File: config.mk
export PLATFORM = sky130hd
export DESIGN_NAME = skybnl_cell
export DESIGN_NICKNAME = d
export VERILOG_FILES = /design/src/sv/skybnl_pkg.sv /design/src/sv/skybnl_cell.sv
export SDC_FILE = /design/constraint.sdc
export NUM_CORES = 1
export LEC_CHECK = 0
export BUFFER_PORTS_ARGS = -buffer_cell sky130_fd_sc_hd__buf_2
export CORE_ASPECT_RATIO = 0.75
export CORE_UTILIZATION = 45
export CTS_CLUSTER_SIZE = 30
export DETAILED_ROUTE_END_ITERATION = 10
export PLACE_DENSITY = 0.79
export RECOVER_POWER = 50
export SLEW_MARGIN = 30
export SYNTH_ARGS = -nofsm -noshare
export SYNTH_HDL_FRONTEND = slang
export SYNTH_SLANG_ARGS = --single-unit
export TNS_END_PERCENT = 10
File: constraint.sdc
create_clock -name i_clk -period 10.6 [get_ports i_clk]
set_clock_uncertainty 0.2 [all_clocks]
set_input_delay 2.12 -clock i_clk [delete_from_list [all_inputs] [get_ports i_clk]]
set_output_delay 2.12 -clock i_clk [all_outputs]
set_load 0.005 [all_outputs]
File: src/sv/skybnl_pkg.sv
package skybnl_pkg;

    typedef struct packed {
        logic kill;
        logic pack_step;
        logic append;
        logic shift;
    } t_cell_ctrl;

    typedef enum logic [3:0] {
        ST_IDLE = 4'b0001,
        ST_EVAL = 4'b0010,
        ST_PACK = 4'b0100,
        ST_EMIT = 4'b1000
    } t_state;

endpackage

File: src/sv/skybnl_cell.sv
module skybnl_cell #(
    parameter int COORD_WIDTH = 32,
    parameter int INDEX_WIDTH = 20
) (
    input  logic                          i_clk,
    input  logic                          i_rst_n,
    input  skybnl_pkg::t_cell_ctrl        i_ctrl,
    input  logic signed [COORD_WIDTH-1:0] i_px,
    input  logic signed [COORD_WIDTH-1:0] i_py,
    input  logic [INDEX_WIDTH-1:0]        i_pid,
    input  logic                          i_prev_valid,
    input  logic                          i_next_valid,
    input  logic signed [COORD_WIDTH-1:0] i_next_x,
    input  logic signed [COORD_WIDTH-1:0] i_next_y,
    input  logic [INDEX_WIDTH-1:0]        i_next_id,
    output logic                          o_valid,
    output logic signed [COORD_WIDTH-1:0] o_x,
    output logic signed [COORD_WIDTH-1:0] o_y,
    output logic [INDEX_WIDTH-1:0]        o_id,
    output logic                          o_beats
);
    import skybnl_pkg::*;

    logic                          r_valid;
    logic signed [COORD_WIDTH-1:0] r_x;
    logic signed [COORD_WIDTH-1:0] r_y;
    logic [INDEX_WIDTH-1:0]        r_id;
    logic                          n_valid;
    logic signed [COORD_WIDTH-1:0] n_x;
    logic signed [COORD_WIDTH-1:0] n_y;
    logic [INDEX_WIDTH-1:0]        n_id;
    logic                          w_beaten_by_point;

    assign o_beats = r_valid && (r_x >= i_px) && (r_y >= i_py)
                     && ((r_x > i_px) || (r_y > i_py));
    assign w_beaten_by_point = (i_px >= r_x) && (i_py >= r_y)
                               && ((i_px > r_x) || (i_py > r_y));

    always_comb begin
        n_valid = r_valid;
        n_x     = r_x;
        n_y     = r_y;
        n_id    = r_id;
        if (i_ctrl.shift) begin
            n_valid = i_next_valid;
            n_x     = i_next_x;
            n_y     = i_next_y;
            n_id    = i_next_id;
        end else if (i_ctrl.kill) begin
            if (r_valid && w_beaten_by_point) begin
                n_valid = 1'b0;
            end
        end else if (i_ctrl.pack_step) begin
            // holes drift up, entries drift down one cell a cycle
            if (!r_valid) begin
                n_valid = i_next_valid;
                n_x     = i_next_x;
                n_y     = i_next_y;
                n_id    = i_next_id;
            end else if (!i_prev_valid) begin
                n_valid = 1'b0;
            end
        end else if (i_ctrl.append) begin
            if (!r_valid && i_prev_valid) begin
                n_valid = 1'b1;
                n_x     = i_px;
                n_y     = i_py;
                n_id    = i_pid;
            end
        end
    end

    always_ff @(posedge i_clk) begin
        if (!i_rst_n) begin
            r_valid <= 1'b0;
        end else begin
            r_valid <= n_valid;
        end
        r_x  <= n_x;
        r_y  <= n_y;
        r_id <= n_id;
    end

    assign o_valid = r_valid;
    assign o_x     = r_x;
    assign o_y     = r_y;
    assign o_id    = r_id;

endmodule

==> impl_results.md <==
- GP Congestion: 0.841
- Clk Latency, worst-skew pair: 0.34 ns
- Number of port buffers: 261
- Reg2Reg Depth: 2
- Flop2flop setup slack: 8.11 ns
- Setup CP Type: in -> out
- Final WL: 14.1 mm
- TritonRoute pass-1 iters: 4
- Ant diodes: 0
- Hold Path Class: reg -> reg
- Initial antenna violation count: 0
- Clock-pin slew on the worst setup and hold paths: 0.06 ns
- Via count: 4390
- Compound-Gate Fraction of Synth Area: 6.85%
- Cells resized by post-CTS repair: 0
- Most frequent cells in the layout: 191 x buf_2, 84 x edfxtp_1, 83 x mux2_2, 71 x clkbuf_1, 66 x inv_1
- Syn_nets: 679
- RR Endpoint: o_y[25]
- Layout cells sized above 1: 42.0%
- Final setup fails: 0
- WL per Instance: 16.1 um
- DRC errors left: 0
- Io pins: 262
- Fin crit period: 6.41 ns
- Pre-CTS WS: 4.15 ns
- Post-synthesis simple-gate area fraction: 7.39%
- Synthesized area per cell: 12.2 um^2
- Pwr/cell area: 132 nW/um^2
- Core Area: 11600 um^2
- Adder-cell share of the synthesized area: 15.0%
- Dpl cells: 856
- Initial Util: 46.2%
- Max_cap viols: 2
- # rows: 34
- WP data required: 8.28 ns
- Worst IR Drop VDD: 0.0000984 V
- Top FF cell, synth: edfxtp_1
- Final Cell Area: 7060 um^2
- Syn. warnings: 0
- Most Frequent Cell on Critical Path: buf_2
- Post-synth EDFFs: 84
- CTS Sinks: 85
- Final core occ: 61.0%
- Dpl cell area: 6860 um^2
- Final hold slack: 0.585 ns
- Vias in the first global route: 4402
- CTS Buf Count: 9
- Max-slew violations: 49
- Fin crit share: 60.5%
- Final WS setup: 4.19 ns
- Crit-path slowest cell: nor4_4
- Slew headroom: -12.0%
- Total power draw: 933 uW
- Final Hold Viols: 0
- Post-CTS Hold Fix Bufs: 0
- H-tree depth: 3
- Sequential area share after synthesis: 47.5%
- Synth Area in XOR/XNOR: 0%
- Die area: 12300 um^2
- Critical R2R Launch: o_valid
- Post-route ant nets: 0
- DIE WIDTH: 128 um
- Die span in y: 96.4 um
- Critical Path, Cell by Cell: buf_2, ha_1, nand4_1, nor4_4, o41a_1, or3_1, nand3_1, a21boi_1, buf_2
- Post-DR vias/cell: 5.03
- CTS root buffer: clkbuf_16
- RSZ-0062 raised after global routing: no
- Clk buf depth: 2
- Failing checks: max-capacitance violations, max-slew violations
- P&R area growth vs syn: 31.9%
- Congestion Overflow GR: 0
- Largest family of logic cells by synthesized area: multiplexers
- Setup TNS: 0 ns
- Crit path largest cell delay: 0.45 ns
- Flops & latches, synth: 85
- First-pass GRT wire length: 21.1 mm
- Mux cell area share after synthesis: 17.9%
- Total leakage power: 3.26 nW
- Ys async rst share: 0%
- Crit path arrival time: 4.09 ns
- Worst slew pin tran: 1.68 ns
- Fin nets: 945
- Largest net degree at the start of global routing: 67
- Number of post-CTS setup repair buffers: 0
- Clock tree from TritonCTS: done
- Startpoint Class: input port
- Syn Inst Count: 439
- Synthesized area: 5350 um^2
- Final cell count without fillers: 872
- Crit path from: i_py[31]
- DP HPWL: 11.3 mm
- Post-synth cell types: 39
- Initial DRC Count: 162
- CP endpoint: o_beats
- Status: finished, violations left
- Crit path capture type: output port
- Most common cell after layout, fill and taps aside: buf_2
- Achievable frequency: 0.156 GHz
- Global Route Usage Sum: 22.5%
- CP max FO: 6
worst min-delay path by stage:
stage	startpoint	endpoint	cells past startpoint
2_1_floorplan	o_valid	o_valid	4
3_3_place_gp	o_valid	o_valid	4
3_5_place_dp	o_valid	o_valid	4
4_1_cts	o_valid	o_valid	4
5_1_grt	o_valid	o_valid	4
6_report	o_valid	o_valid	4
cell type report:
cell class / count / area [um^2]
clock buffers: 10 / 229
flip-flops and latches: 85 / 2540
repair buffers: 264 / 1240
well taps: 162 / 203
multi-input cells: 279 / 2530
clock inverters: 6 / 63.8
fillers: 1009 / 4520
inverters: 66 / 248
sequential cells by signal (all words and copies together) (netlist names):
name and cells:
o_id 20, o_valid 1, o_x 32, o_y 32
Yosys cell counts, types with 3 or more instances:
master	instances	area [um^2]
mux2_2	84	946
nand3_1	7	35.0
buf_2	6	30.0
buf_1	3	11.3
o21ai_0	8	40.0
a21o_1	4	30.0
nand2_1	24	90.1
a21oi_1	28	140
nor4_1	3	18.8
inv_1	66	248
edfxtp_1	84	2520
nand4_1	12	75.1
o21ai_1	4	20.0
nor2_1	9	33.8
ha_1	64	801
power breakdown:
part | internal, mW | total [mW] | switching (mW)
clock | 0.182 | 0.314 | 0.132
combinational | 0.0948 | 0.196 | 0.101
sequential | 0.408 | 0.423 | 0.0145
logic make-up after synthesis:
| kind of cell | count (synthesis) |
|---|---|
| AO/OA/AOI/OAI | 60 |
| flip-flops | 85 |
| AND/OR/NAND/NOR | 70 |
| adder cells (fa/ha/maj) | 64 |
| buffers and inverters | 75 |
| multiplexers | 85 |
critical path, delay by kind of cell:
kind	cells	cell delay, ns
simple gates	4	0.93
fa+ha+maj	1	0.38
compound gates	2	0.40
buf+inv	2	0.26
metal layers:
layer	GRT usage [%]	up-vias	wire length, um
met4	7.16	0	220
met3	5.45	16	981
li1	-	2153	-
met1	25.6	2034	5780
met5	0	-	0
met2	41.8	187	7090
Note: power is estimated with default switching activity, not from simulation.
